File: src/hdl/svp_pkg.sv
`timescale 1ns / 1ps
// ----------------------------------------------------------------------------
// svp_pkg
// Shared types and constants for the version string parser.
// ----------------------------------------------------------------------------
package svp_pkg;

    localparam int unsigned PartWidth = 31;
    localparam int unsigned CharWidth = 8;

    localparam logic [CharWidth-1:0] CHAR_V     = 8'h76; // 'v'
    localparam logic [CharWidth-1:0] CHAR_DASH  = 8'h2D; // '-'
    localparam logic [CharWidth-1:0] CHAR_DOT   = 8'h2E; // '.'
    localparam logic [CharWidth-1:0] CHAR_ZERO  = 8'h30; // '0'
    localparam logic [CharWidth-1:0] CHAR_NINE  = 8'h39; // '9'

    // Index of the run currently being read.
    localparam logic [1:0] PART_MAJOR = 2'd0;
    localparam logic [1:0] PART_MINOR = 2'd1;
    localparam logic [1:0] PART_PATCH = 2'd2;

    typedef struct packed {
        logic [CharWidth-1:0] char_byte;
        logic                 end_mark;
    } svp_in_t;

    typedef struct packed {
        logic                 is_valid;
        logic [PartWidth-1:0] major_part;
        logic [PartWidth-1:0] minor_part;
        logic [PartWidth-1:0] patch_part;
    } svp_out_t;

endpackage

File: src/hdl/semantic_version_parser.sv
`timescale 1ns / 1ps
// ----------------------------------------------------------------------------
// semantic_version_parser
// Parses a major.minor.patch version string presented one byte per item.
// ----------------------------------------------------------------------------
// The block accepts one item per clock cycle unless an end marker is held
// back, each item carrying either one byte of the string or the end marker.
// Every item is first held in an input register; a byte item is processed in
// the following cycle, where it updates the parse state through one
// multiply-by-ten, add and range check; that step sets the clock rate. The
// end marker loads one result item into the result register once it is free,
// and the parse state returns to its start condition for the next string. A
// result that is not taken holds the next end marker in the input register,
// and with it every later item; byte items ahead of the marker keep flowing.
module semantic_version_parser (
    input  logic              aclk,
    input  logic              aresetn,
    input  logic              s_valid,
    output logic              s_ready,
    input  svp_pkg::svp_in_t  s_data,
    output logic              m_valid,
    input  logic              m_ready,
    output svp_pkg::svp_out_t m_data
);
    import svp_pkg::*;

    typedef enum logic [2:0] {
        PH_START,
        PH_PARSE,
        PH_TRAIL,
        PH_IGNORE_OK,
        PH_INVALID
    } phase_t;

    localparam int unsigned ProdWidth = PartWidth + 4;

    // Input register.
    logic     in_valid_reg;
    svp_in_t  in_data_reg;

    // Parse state.
    phase_t                phase_reg, phase_next;
    logic [1:0]            part_reg, part_next;
    logic [PartWidth-1:0]  acc_reg, acc_next;
    logic                  digits_reg, digits_next;
    logic [PartWidth-1:0]  major_reg, major_next;
    logic [PartWidth-1:0]  minor_reg, minor_next;

    // Result register.
    logic      m_valid_reg;
    svp_out_t  m_data_reg, m_data_next;

    logic                  proc;
    logic                  is_end;
    logic                  is_digit;
    logic [ProdWidth-1:0]  acc_times_ten;
    logic                  end_valid;
    logic [CharWidth-1:0]  c;

    assign c      = in_data_reg.char_byte;
    assign is_end = in_data_reg.end_mark;

    // An end item can only move on when the result register is free.
    assign proc    = in_valid_reg && (!is_end || !m_valid_reg || m_ready);
    assign s_ready = !in_valid_reg || proc;

    assign is_digit      = (c >= CHAR_ZERO) && (c <= CHAR_NINE);
    assign acc_times_ten = {1'b0, acc_reg, 3'b000} + {3'b000, acc_reg, 1'b0}
                         + {{(ProdWidth-4){1'b0}}, c[3:0]};

    always_comb begin
        if (phase_reg == PH_PARSE) begin
            end_valid = (part_reg == PART_PATCH) && digits_reg;
        end else begin
            end_valid = (phase_reg == PH_TRAIL) || (phase_reg == PH_IGNORE_OK);
        end
    end

    always_comb begin
        phase_next  = phase_reg;
        part_next   = part_reg;
        acc_next    = acc_reg;
        digits_next = digits_reg;
        major_next  = major_reg;
        minor_next  = minor_reg;
        m_data_next.is_valid   = end_valid;
        m_data_next.major_part = end_valid ? major_reg : '0;
        m_data_next.minor_part = end_valid ? minor_reg : '0;
        m_data_next.patch_part = end_valid ? acc_reg : '0;

        if (is_end) begin
            phase_next  = PH_START;
            part_next   = PART_MAJOR;
            acc_next    = '0;
            digits_next = 1'b0;
            major_next  = '0;
            minor_next  = '0;
        end else begin
            case (phase_reg)
                PH_START,
                PH_PARSE: begin
                    if (phase_reg == PH_START && c == CHAR_V) begin
                        // A leading 'v' is dropped.
                        phase_next = PH_PARSE;
                    end else if (is_digit) begin
                        if (acc_times_ten[ProdWidth-1:PartWidth] != '0) begin
                            phase_next = PH_INVALID;
                        end else begin
                            phase_next  = PH_PARSE;
                            acc_next    = acc_times_ten[PartWidth-1:0];
                            digits_next = 1'b1;
                        end
                    end else if (c == CHAR_DOT) begin
                        if (!digits_reg) begin
                            phase_next = PH_INVALID;
                        end else if (part_reg == PART_MAJOR) begin
                            phase_next  = PH_PARSE;
                            major_next  = acc_reg;
                            part_next   = PART_MINOR;
                            acc_next    = '0;
                            digits_next = 1'b0;
                        end else if (part_reg == PART_MINOR) begin
                            phase_next  = PH_PARSE;
                            minor_next  = acc_reg;
                            part_next   = PART_PATCH;
                            acc_next    = '0;
                            digits_next = 1'b0;
                        end else begin
                            phase_next = PH_TRAIL;
                        end
                    end else if (c == CHAR_DASH) begin
                        phase_next = (part_reg == PART_PATCH && digits_reg)
                                   ? PH_IGNORE_OK : PH_INVALID;
                    end else begin
                        phase_next = PH_INVALID;
                    end
                end
                PH_TRAIL: begin
                    phase_next = (c == CHAR_DASH) ? PH_IGNORE_OK : PH_INVALID;
                end
                PH_IGNORE_OK,
                PH_INVALID: begin
                    phase_next = phase_reg;
                end
                default: begin
                    phase_next = PH_INVALID;
                end
            endcase
        end
    end

    always_ff @(posedge aclk) begin
        if (!aresetn) begin
            in_valid_reg <= 1'b0;
            m_valid_reg  <= 1'b0;
            phase_reg    <= PH_START;
            part_reg     <= PART_MAJOR;
            acc_reg      <= '0;
            digits_reg   <= 1'b0;
            major_reg    <= '0;
            minor_reg    <= '0;
        end else begin
            if (s_ready) begin
                in_valid_reg <= s_valid;
            end
            if (proc) begin
                phase_reg  <= phase_next;
                part_reg   <= part_next;
                acc_reg    <= acc_next;
                digits_reg <= digits_next;
                major_reg  <= major_next;
                minor_reg  <= minor_next;
            end
            if (proc && is_end) begin
                m_valid_reg <= 1'b1;
            end else if (m_ready) begin
                m_valid_reg <= 1'b0;
            end
        end
    end

    always_ff @(posedge aclk) begin
        if (s_valid && s_ready) begin
            in_data_reg <= s_data;
        end
        if (proc && is_end) begin
            m_data_reg <= m_data_next;
        end
    end

    assign m_valid = m_valid_reg;
    assign m_data  = m_data_reg;

    // An invalid result carries zero in every part.
    assert property (@(posedge aclk) disable iff (!aresetn)
        m_valid && !m_data.is_valid |->
            (m_data.major_part == '0 && m_data.minor_part == '0 &&
             m_data.patch_part == '0))
        else $error("invalid result with non-zero parts");

    // The run index never goes past the patch run.
    assert property (@(posedge aclk) disable iff (!aresetn)
        part_reg != 2'd3)
        else $error("run index out of range");

    // An empty run holds a zero value.
    assert property (@(posedge aclk) disable iff (!aresetn)
        !digits_reg |-> acc_reg == '0)
        else $error("accumulator non-zero without digits");

    // The trailing dot is only reached after a non-empty patch run.
    assert property (@(posedge aclk) disable iff (!aresetn)
        phase_reg == PH_TRAIL |-> (part_reg == PART_PATCH && digits_reg))
        else $error("trailing dot state reached too early");

    // The end item leaves the parser in its start condition.
    assert property (@(posedge aclk) disable iff (!aresetn)
        proc && is_end |=> (phase_reg == PH_START && acc_reg == '0 &&
                            part_reg == PART_MAJOR && m_valid_reg))
        else $error("parser not restarted after end item");

endmodule

File: config.mk
export PLATFORM = sky130hd
export DESIGN_NAME = semantic_version_parser
export DESIGN_NICKNAME = d
export VERILOG_FILES = /design/src/hdl/svp_pkg.sv /design/src/hdl/semantic_version_parser.sv
export SDC_FILE = /design/constraint.sdc
export NUM_CORES = 1
export LEC_CHECK = 0
export BUFFER_PORTS_ARGS = -buffer_cell sky130_fd_sc_hd__buf_2
export CELL_PAD_IN_SITES_DETAIL_PLACEMENT = 1
export CELL_PAD_IN_SITES_GLOBAL_PLACEMENT = 1
export CORE_UTILIZATION = 51
export CTS_BUF_LIST = sky130_fd_sc_hd__clkbuf_8
export CTS_CLUSTER_SIZE = 40
export DETAILED_ROUTE_END_ITERATION = 10
export MAX_ROUTING_LAYER = met4
export PLACE_DENSITY_LB_ADDON = 0.05
export SLEW_MARGIN = 20
export SYNTH_ARGS = -nofsm -noshare
export SYNTH_HDL_FRONTEND = slang
export SYNTH_SLANG_ARGS = --single-unit
File: constraint.sdc
create_clock -name aclk -period 12 [get_ports aclk]
set_input_delay 1.8 -clock aclk [delete_from_list [all_inputs] [get_ports aclk]]
set_output_delay 1.8 -clock aclk [all_outputs]
set_load 0.1 [all_outputs]
==> impl_metrics.tcl, run 1 <==
set metrics [dict create \
    status "finished clean" \
    clock-sinks 204 \
    crit_required_ps 10200 \
    drt_iter0_markers 383 \
    tns_ps 0 \
    r2r_setup_slack_ps 7510 \
    endpoint_kind "primary output" \
    setup_viol 0 \
    vias_per_cell 5.527 \
    grt_pass1_wl_mm 40.78 \
    cts-htree-levels 2 \
    synth-edff-count 103 \
    path_clk_slew_ps 70 \
    via_count 8048 \
    postRouteAntennaNets 0 \
    port_buffers 108 \
    ys_ff_latch 204 \
    grt_overflow_total 0 \
    layout_commonest_cell "nand2_1" \
    irDropWorstVdd_mv 0.06862 \
    ctsResizeCount 0 \
    routed_wl_mm 25.63 \
    drc 0 \
    cts_tree "built" \
    synth_async_sr_flop_share_pct 0 \
    ios 109 \
    crit_type "primary input to primary output" \
    max_freq_ghz 0.2173 \
    slowest_delay_ps 400 \
    cp_data_arrival_time_ps 2800 \
    path_max_fanout 6 \
    finalNonFillerCells 1456 \
    postCtsHoldBufs 0 \
    final-hold-violation-count 0 \
    synth_flop_cell "edfxtp_1" \
    yosysTopAreaCell "edfxtp_1" \
    min_path_type "flop to flop" \
    dr.pass1.iters 4 \
    synth_nets 1145 \
    avgSynthCellArea_um2 9.648 \
    grt_pass1_vias 8066 \
    numCtsBuffers 35 \
    antenna_found_initial 1 \
    start_util_pct 52.48 \
    cpLargestDelayFamily "simple AND/OR/NAND/NOR gates" \
    slowest_stage "nor2b_1" \
    maxSlewViolCount 0 \
    maxCapViolCount 0 \
    nNetsFinal 1241 \
    path_buf_inv 2 \
    fin_skew_ps 12.33 \
    postCtsSetupRepairBufs 0 \
    rsz0062_at_grt "false" \
    rows 51 \
    dp.cells 1392 \
    finalCritPeriodShare_pct 38.35 \
    pre_cts_ws_ps 7405 \
    power.density_nw_per_um2 122.7 \
    startpoint_type "primary input" \
    largest_register_ff_count 94 \
    antenna_cells 0 \
    grt_max_degree 104 \
    final_cell_mix "187 x nand2_1, 108 x buf_2, 103 x edfxtp_1" \
    die_area_um2 20800 \
    synth.area.top_cells "edfxtp_1 30%, dfxtp_1 20%, ha_1 7.4%, nand2_1 6.8%, and2_1 5.6%" \
    drive_gt1_share_pct 14.86 \
    dieWidth_um 144.2 \
    nFillCells 2272 \
    netlist_area_um2 10310 \
    clock_latency_ps 520 \
    power.leakage_uw 0.004933 \
    track_usage_pct 26.03 \
    holdWs_ps 455.6 \
    cts_buffer_depth 3 \
    cts_root_buf "clkbuf_8" \
    syn_inst 1069 \
    routabilityCongestion 0.8504 \
    cpMostUsedCell "buf_2" \
    die_h_um 144.2 \
    yosysSeqAreaShare_pct 49.59 \
    ys_types 65 \
    max-slew-margin-rel_pct 29.53 \
    path_cells "buf_2 > nor2b_1 > nand3_1 > buf_2" \
    synthToLayoutAreaGrowth_pct 13.39 \
    period_needed_ps 4602 \
    dp_hpwl_mm 17.76 \
    finalWorstSetupSlack_ps 7398 \
    routedWlPerCell_um 17.60 \
    synth_warnings 0 \
    synth_top_area_share_pct 29.99 \
    worst_pin_slew_ps 1055 \
    core_um2 19650 \
]
## cells by family (layout without fill, tap and decap cells)
group	Yosys count	count (layout)	share of synthesized area (%)
xor gates and xnor gates	23	23	1.953
and+or+nand+nor	437	437	20.42
buffers and inverters	78	200	3.639
DFF	204	204	49.59
adders and majority gates	63	63	7.788
AOI/OAI and AO/OA	264	264	16.61
## worst reg2reg max path: cells and delay by family, from the launching register on
kind,cells,cell delay [ps]
AND/OR/NAND/NOR,2,740
adder cells (fa/ha/maj),2,900
flip-flops,1,400
buffers and inverters,3,560
AO/OA/AOI/OAI,7,1790
## final cells by class
| class | count | area [um^2] | area share [%] |
|---|---|---|---|
| clock buffers | 38 | 523.0 | 4.472 |
| clock inverters | 25 | 161.4 | 1.380 |
| inverters | 19 | 71.32 | 0.6098 |
| multi-input cells | 787 | 4857 | 41.53 |
| flip-flops and latches | 204 | 5115 | 43.74 |
| well taps | 265 | 331.6 | 2.835 |
| repair buffers | 118 | 635.6 | 5.435 |
## synth_stat cells, drive strengths merged (3+ instances only)
cell       n
nand3     14
ha        61
nand2    187
dfxtp    101
or3        5
o21a      10
nand2b     4
clkbuf    42
xor2      10
a21oi     65
a211oi     4
and2      93
a31oi      7
o31ai      3
nor3      11
edfxtp   103
o21bai     6
and4       3
o211ai     5
nand4      6
a21boi    64
nor2      61
buf       17
inv       19
a21o      12
a2111oi    3
a31o       3
nor2b     36
xnor2     13
o21ai     60
and3       6
## per-stage QoR
| stage | area, um^2 | total power [uW] | utilization (%) |
|---|---|---|---|
| after global placement | 10980 | 829.4 | 55.88 |
| after CTS | 11670 | 1450 | 59.36 |
| after floorplan | 10310 | 814.1 | - |
| after detailed placement | 10980 | 830.3 | 55.88 |
| final | 11700 | 1434 | 59.50 |
| after global routing | 11700 | 1481 | 59.50 |
## metal layers
layer	routed length, um	up-vias	global-route usage, %
met2	12090	157	42.61
li1	-	3944	-
met1	12000	3900	33.43
met3	1029	47	4.205
met4	517	0	7.091
met5	0	-	-
## power breakdown
part	internal, uW	leakage [uW]	switching [uW]
Sequential	736	0.00187	3.96
Clock	337	0.000390	281
Combinational	12.9	0.00267	62.7
## path summary, 6_finish.rpt
path                                            startpoint  cells after the start                          to
worst max-delay path                               m_ready                      4                     s_ready
worst min-delay path            minor_reg[29]$_SDFFE_PN0P_                      2  minor_reg[29]$_SDFFE_PN0P_
worst max register to register              c[3]$_DFFE_PP_                     14    acc_reg[11]$_SDFFE_PN0P_
worst min register to register  minor_reg[29]$_SDFFE_PN0P_                      2  minor_reg[29]$_SDFFE_PN0P_
(Power assumes the default switching activity.)
==> inputs of run 2 (changes only) <==
--- a/config.mk
+++ b/config.mk
@@ -8,7 +8,7 @@
 export BUFFER_PORTS_ARGS = -buffer_cell sky130_fd_sc_hd__buf_2
 export CELL_PAD_IN_SITES_DETAIL_PLACEMENT = 1
 export CELL_PAD_IN_SITES_GLOBAL_PLACEMENT = 1
-export CORE_UTILIZATION = 51
+export CORE_UTILIZATION = 48
 export CTS_BUF_LIST = sky130_fd_sc_hd__clkbuf_8
 export CTS_CLUSTER_SIZE = 40
 export DETAILED_ROUTE_END_ITERATION = 10
==> constraint.sdc (replaced) <==
create_clock -name aclk -period 4.6 [get_ports aclk]
set_input_delay 0.69 -clock aclk [delete_from_list [all_inputs] [get_ports aclk]]
set_output_delay 0.69 -clock aclk [all_outputs]
set_load 0.1 [all_outputs]
==> run 2 against run 1 <==
Net effect: register-to-register slack lost 6900 ps; global-route usage fell by 0.41 points; utilization down 3.9 points; die area rose by 6.2%; clock power rose by 150%; sequential power rose to 2.6 times the previous value; combinational power rose to 2.6 times the previous value; first-iteration DRC count fell by 14%; critical path depth grew 10; clock skew is 3.8 ps higher; critical path type is now flop to flop; critical endpoint is now acc_reg[4]$_SDFFE_PN0P_.
==> impl_metrics.tcl, run 2 (same netlist as run 1, synthesis figures left out) <==
set metrics [dict create \
    clock-sinks 204 \
    crit_type "flop to flop" \
    drc 0 \
    antenna_cells 0 \
    endpoint_kind "flop" \
    finalCritPeriodShare_pct 87.72 \
    rows 53 \
    nNetsFinal 1244 \
    irDropWorstVdd_mv 0.1814 \
    cts_buffer_depth 3 \
    max_freq_ghz 0.2478 \
    die_area_um2 22080 \
    path_buf_inv 3 \
    postRouteAntennaNets 0 \
    dr.pass1.iters 5 \
    via_count 8046 \
    cts-htree-levels 2 \
    layout_commonest_cell "nand2_1" \
    status "finished clean" \
    cts_root_buf "clkbuf_8" \
    antenna_found_initial 1 \
    grt_pass1_wl_mm 43.29 \
    worst_pin_slew_ps 1045 \
    routedWlPerCell_um 18.33 \
    synthToLayoutAreaGrowth_pct 13.35 \
    track_usage_pct 25.61 \
    rsz0062_at_grt "false" \
    setup_viol 0 \
    crit_required_ps 5070 \
    slowest_delay_ps 620 \
    numCtsBuffers 37 \
    min_path_type "primary input to flop" \
    period_needed_ps 4035 \
    dieWidth_um 148.6 \
    port_buffers 108 \
    grt_max_degree 103 \
    grt_overflow_total 0 \
    die_h_um 148.6 \
    start_util_pct 49.06 \
    cpLargestDelayFamily "compound AO/OA/AOI/OAI gates" \
    max-slew-margin-rel_pct 30.21 \
    routed_wl_mm 26.94 \
    tns_ps 0 \
    power.density_nw_per_um2 314.0 \
    core_um2 21020 \
    power.leakage_uw 0.004932 \
    drive_gt1_share_pct 14.73 \
    grt_pass1_vias 8241 \
    ios 109 \
    path_max_fanout 32 \
    final_cell_mix "187 x nand2_1, 108 x buf_2, 103 x edfxtp_1" \
    maxSlewViolCount 0 \
    path_cells "inv_1 > fa_1 > inv_1 > ha_1 > a211oi_1 > o211a_1 > o21ai_0 > o21ai_0 > nand2_1 > o311ai_1 > and4_1 > buf_4 > o2bb2ai_1 > o21bai_1" \
    drt_iter0_markers 328 \
    cp_data_arrival_time_ps 4500 \
    fin_skew_ps 16.15 \
    dp_hpwl_mm 18.67 \
    final-hold-violation-count 0 \
    holdWs_ps 327.3 \
    maxCapViolCount 0 \
    clock_latency_ps 530 \
    vias_per_cell 5.473 \
    slowest_stage "fa_1" \
    path_clk_slew_ps 60 \
    startpoint_type "flop" \
    nFillCells 2441 \
    routabilityCongestion 0.8631 \
    cts_tree "built" \
    largest_register_ff_count 94 \
]
## run 2: area by class of cell
class	instances	area [um^2]	share of cell area, %
multi-input combinational	787	4867	41.64
sequential	204	5115	43.75
tap	275	344.1	2.943
timing repair buffer	119	635.6	5.437
clock inverter	27	120.1	1.028
clock buffer	39	536.8	4.592
inverter	19	71.32	0.6101
## run 2: path summary, 6_finish.rpt
path              cells after the start                        from                         end  slack, ps
setup / recovery                     14              c[3]$_DFFE_PP_     acc_reg[4]$_SDFFE_PN0P_        560
hold / removal                        1                   s_data[1]              c[0]$_DFFE_PP_        330
setup reg to reg                     14              c[3]$_DFFE_PP_     acc_reg[4]$_SDFFE_PN0P_        560
hold reg to reg                       2  minor_reg[26]$_SDFFE_PN0P_  minor_reg[26]$_SDFFE_PN0P_        460
## run 2: report_power, final
| group | internal, uW | switching (uW) | total (uW) |
|---|---|---|---|
| clock network | 789 | 749 | 1540 |
| logic | 34.3 | 165 | 199 |
| registers | 1920 | 12.6 | 1930 |
| total | 2740 | 926 | 3670 |
## run 2: what timing repair did
| action | CTS | global route |
|---|---|---|
| buffers inserted | 0 | 0 |
| hold buffers | 0 | 0 |
| gates resized for setup | 0 | 2 |
| endpoints found under the setup margin | 0 | 5 |
## run 2: through the flow
step | power [uW] | utilization (%) | area [um^2] | std cells | setup slack [ps]
finish | 3671 | 55.61 | 11690 | 1470 | 564.7
global route | 3794 | 55.61 | 11690 | 1470 | 175.9
CTS | 3709 | 55.56 | 11680 | 1470 | 488.6
detailed placement | 2172 | 52.44 | 11020 | 1404 | 500.9
global placement | 2169 | 52.44 | 11020 | 1404 | 683.9
floorplan | 2124 | - | 10320 | 1069 | 586.3
## run 2: per-layer routing
layer / vias to the layer above / global-route usage, % / routed length [um]
met3: 34 / 3.344 / 887
met1: 3919 / 33.81 / 12860
met4: 0 / 6.546 / 367
li1: 3957 / - / -
met2: 136 / 41.50 / 12830
met5: - / - / 0
==> inputs of run 3 (changes only) <==
==> constraint.sdc (replaced) <==
create_clock -name aclk -period 4.35 [get_ports aclk]
set_input_delay 0.6525 -clock aclk [delete_from_list [all_inputs] [get_ports aclk]]
set_output_delay 0.6525 -clock aclk [all_outputs]
set_load 0.1 [all_outputs]
==> run 3 against run 2 <==
Net effect: combinational power is 4% higher; global-route usage decreased by 0.67 points; largest cell class unchanged; via count down 0.76%; largest power group unchanged; design area is 0.63% higher; critical path depth decreased by 2; total power grew 9.2%; setup slack worse by 140 ps; critical path type unchanged; critical endpoint is now acc_reg[6]$_SDFFE_PN0P_.
==> impl_metrics.tcl, run 3 (same netlist as run 1, synthesis figures left out) <==
set metrics [dict create \
    status "finished clean" \
    power.leakage_uw 0.004953 \
    numCtsBuffers 36 \
    crit_required_ps 4740 \
    postCtsSetupRepairBufs 0 \
    path_cells "inv_1 > fa_1 > fa_1 > nor2b_1 > o211ai_1 > a311oi_1 > o21a_1 > a21oi_1 > o211ai_1 > a41o_2 > buf_12 > o21ai_0" \
    maxCapViolCount 0 \
    grt_pass1_wl_mm 42.17 \
    grt_pass1_vias 8011 \
    nNetsFinal 1245 \
    drt_iter0_markers 352 \
    multi_input_comb_area_um2 4857 \
    ios 109 \
    routed_wl_mm 26.18 \
    finalWorstSetupSlack_ps 421.3 \
    clock_latency_ps 530 \
    routabilityCongestion 0.8909 \
    startpoint_type "flop" \
    slowest_stage "a311oi_1" \
    grt_max_degree 63 \
    synthToLayoutAreaGrowth_pct 14.06 \
    setup_viol 0 \
    finalCritPeriodShare_pct 90.32 \
    drive_gt1_share_pct 15.13 \
    cpLargestDelayFamily "compound AO/OA/AOI/OAI gates" \
    period_needed_ps 3929 \
    min_path_type "primary input to flop" \
    tns_ps 0 \
    dieWidth_um 148.6 \
    port_buffers 108 \
    max-slew-margin-rel_pct 30.06 \
    dr.pass1.iters 5 \
    endpoint_kind "flop" \
    die_area_um2 22080 \
    regArea_um2 5115 \
    antenna_found_initial 2 \
    irDropWorstVdd_mv 0.2971 \
    path_max_fanout 18 \
    drc 0 \
    clock-sinks 204 \
    nFillCells 2463 \
    slowest_delay_ps 670 \
    final-hold-violation-count 0 \
    cts_buffer_depth 3 \
    start_util_pct 49.06 \
    dp_hpwl_mm 18.34 \
    path_clk_slew_ps 60 \
    worst_pin_slew_ps 1047 \
    cts_root_buf "clkbuf_8" \
    fin_skew_ps 23.12 \
    final_cell_mix "187 x nand2_1, 108 x buf_2, 103 x edfxtp_1" \
    cp_data_arrival_time_ps 4320 \
    core_um2 21020 \
    power.density_nw_per_um2 340.8 \
    track_usage_pct 24.95 \
    die_h_um 148.6 \
    vias_per_cell 5.421 \
    cts-htree-levels 2 \
    crit_type "flop to flop" \
    cts_tree "built" \
    largest_register_ff_count 94 \
    pre_cts_ws_ps 374.7 \
    path_buf_inv 2 \
    max_freq_ghz 0.2545 \
    rows 53 \
    postRouteAntennaNets 0 \
    via_count 7985 \
    maxSlewViolCount 0 \
    grt_overflow_total 0 \
    layout_commonest_cell "nand2_1" \
    rsz0062_at_grt "false" \
    routedWlPerCell_um 17.77 \
]
run 3: cell count changes in the layout (fill, tap and decap cells not counted):
cell	delta
buf_12	+1
clkinv_1	+2
buf_4	+1
inv_1	-6
clkbuf_8	-2
a41o_4	-1
a41o_2	+1
diode_2	+2
clkinv_2	+3
inv_8	-1
bufinv_16	+3
run 3: final timing paths:
kind,slack [ps],cells past startpoint,to,from
max reg2reg,420,12,acc_reg[6]$_SDFFE_PN0P_,c[3]$_DFFE_PP_
max,420,12,acc_reg[6]$_SDFFE_PN0P_,c[3]$_DFFE_PP_
min,310,1,is_end$_DFFE_PP_,s_data[0]
min reg2reg,450,2,minor_reg[30]$_SDFFE_PN0P_,minor_reg[30]$_SDFFE_PN0P_
run 3: worst register-to-register path: stages, from the launching register on:
cell	delay [ps]
edfxtp_1	370
inv_1	100
fa_1	530
fa_1	490
nor2b_1	170
o211ai_1	120
a311oi_1	670
o21a_1	250
a21oi_1	100
o211ai_1	260
a41o_2	440
buf_12	200
o21ai_0	110
run 3: power breakdown:
part	internal (uW)	switching (uW)	total (uW)	leakage, uW
sequential	2030	13.3	2040	0.00187
combinational	35.8	172	207	0.00268
clock	975	782	1760	0.000395
run 3: layout make-up:
class	count	area share, %
Clock inverter	28	1.691
Clock buffer	37	4.329
Sequential cell	204	43.48
Antenna cell	2	0.04254
Multi-Input combinational cell	787	41.29
Inverter	19	0.6063
Timing Repair Buffer	121	5.637
Tap cell	275	2.925
run 3: per-layer routing:
layer	share of wire, %	track usage (%)	vias to the layer above
met5	0	-	-
met4	1.6	6.134	0
met3	4.1	4.417	41
met2	47	39.44	166
met1	48	33.09	3820
li1	-	-	3958
run 3: repair_timing:
item / in CTS / in global routing
setup endpoints to repair: 0 / 2
resized for setup: 0 / 1
hold buffers: 0 / 0
run 3: per-stage QoR:
| stage | total power [uW] | hold slack [ps] | utilization [%] | cells | instance area [um^2] |
|---|---|---|---|---|---|
| finish | 4009 | 306.7 | 55.96 | 1473 | 11760 |
| global route | 4149 | 294.5 | 55.96 | 1473 | 11760 |
| CTS | 4056 | 289.3 | 55.94 | 1471 | 11760 |
| detailed placement | 2296 | 446.2 | 52.57 | 1406 | 11050 |
| global placement | 2293 | 437.5 | 52.57 | 1406 | 11050 |
| floorplan | 2245 | 430.5 | - | 1069 | 10320 |
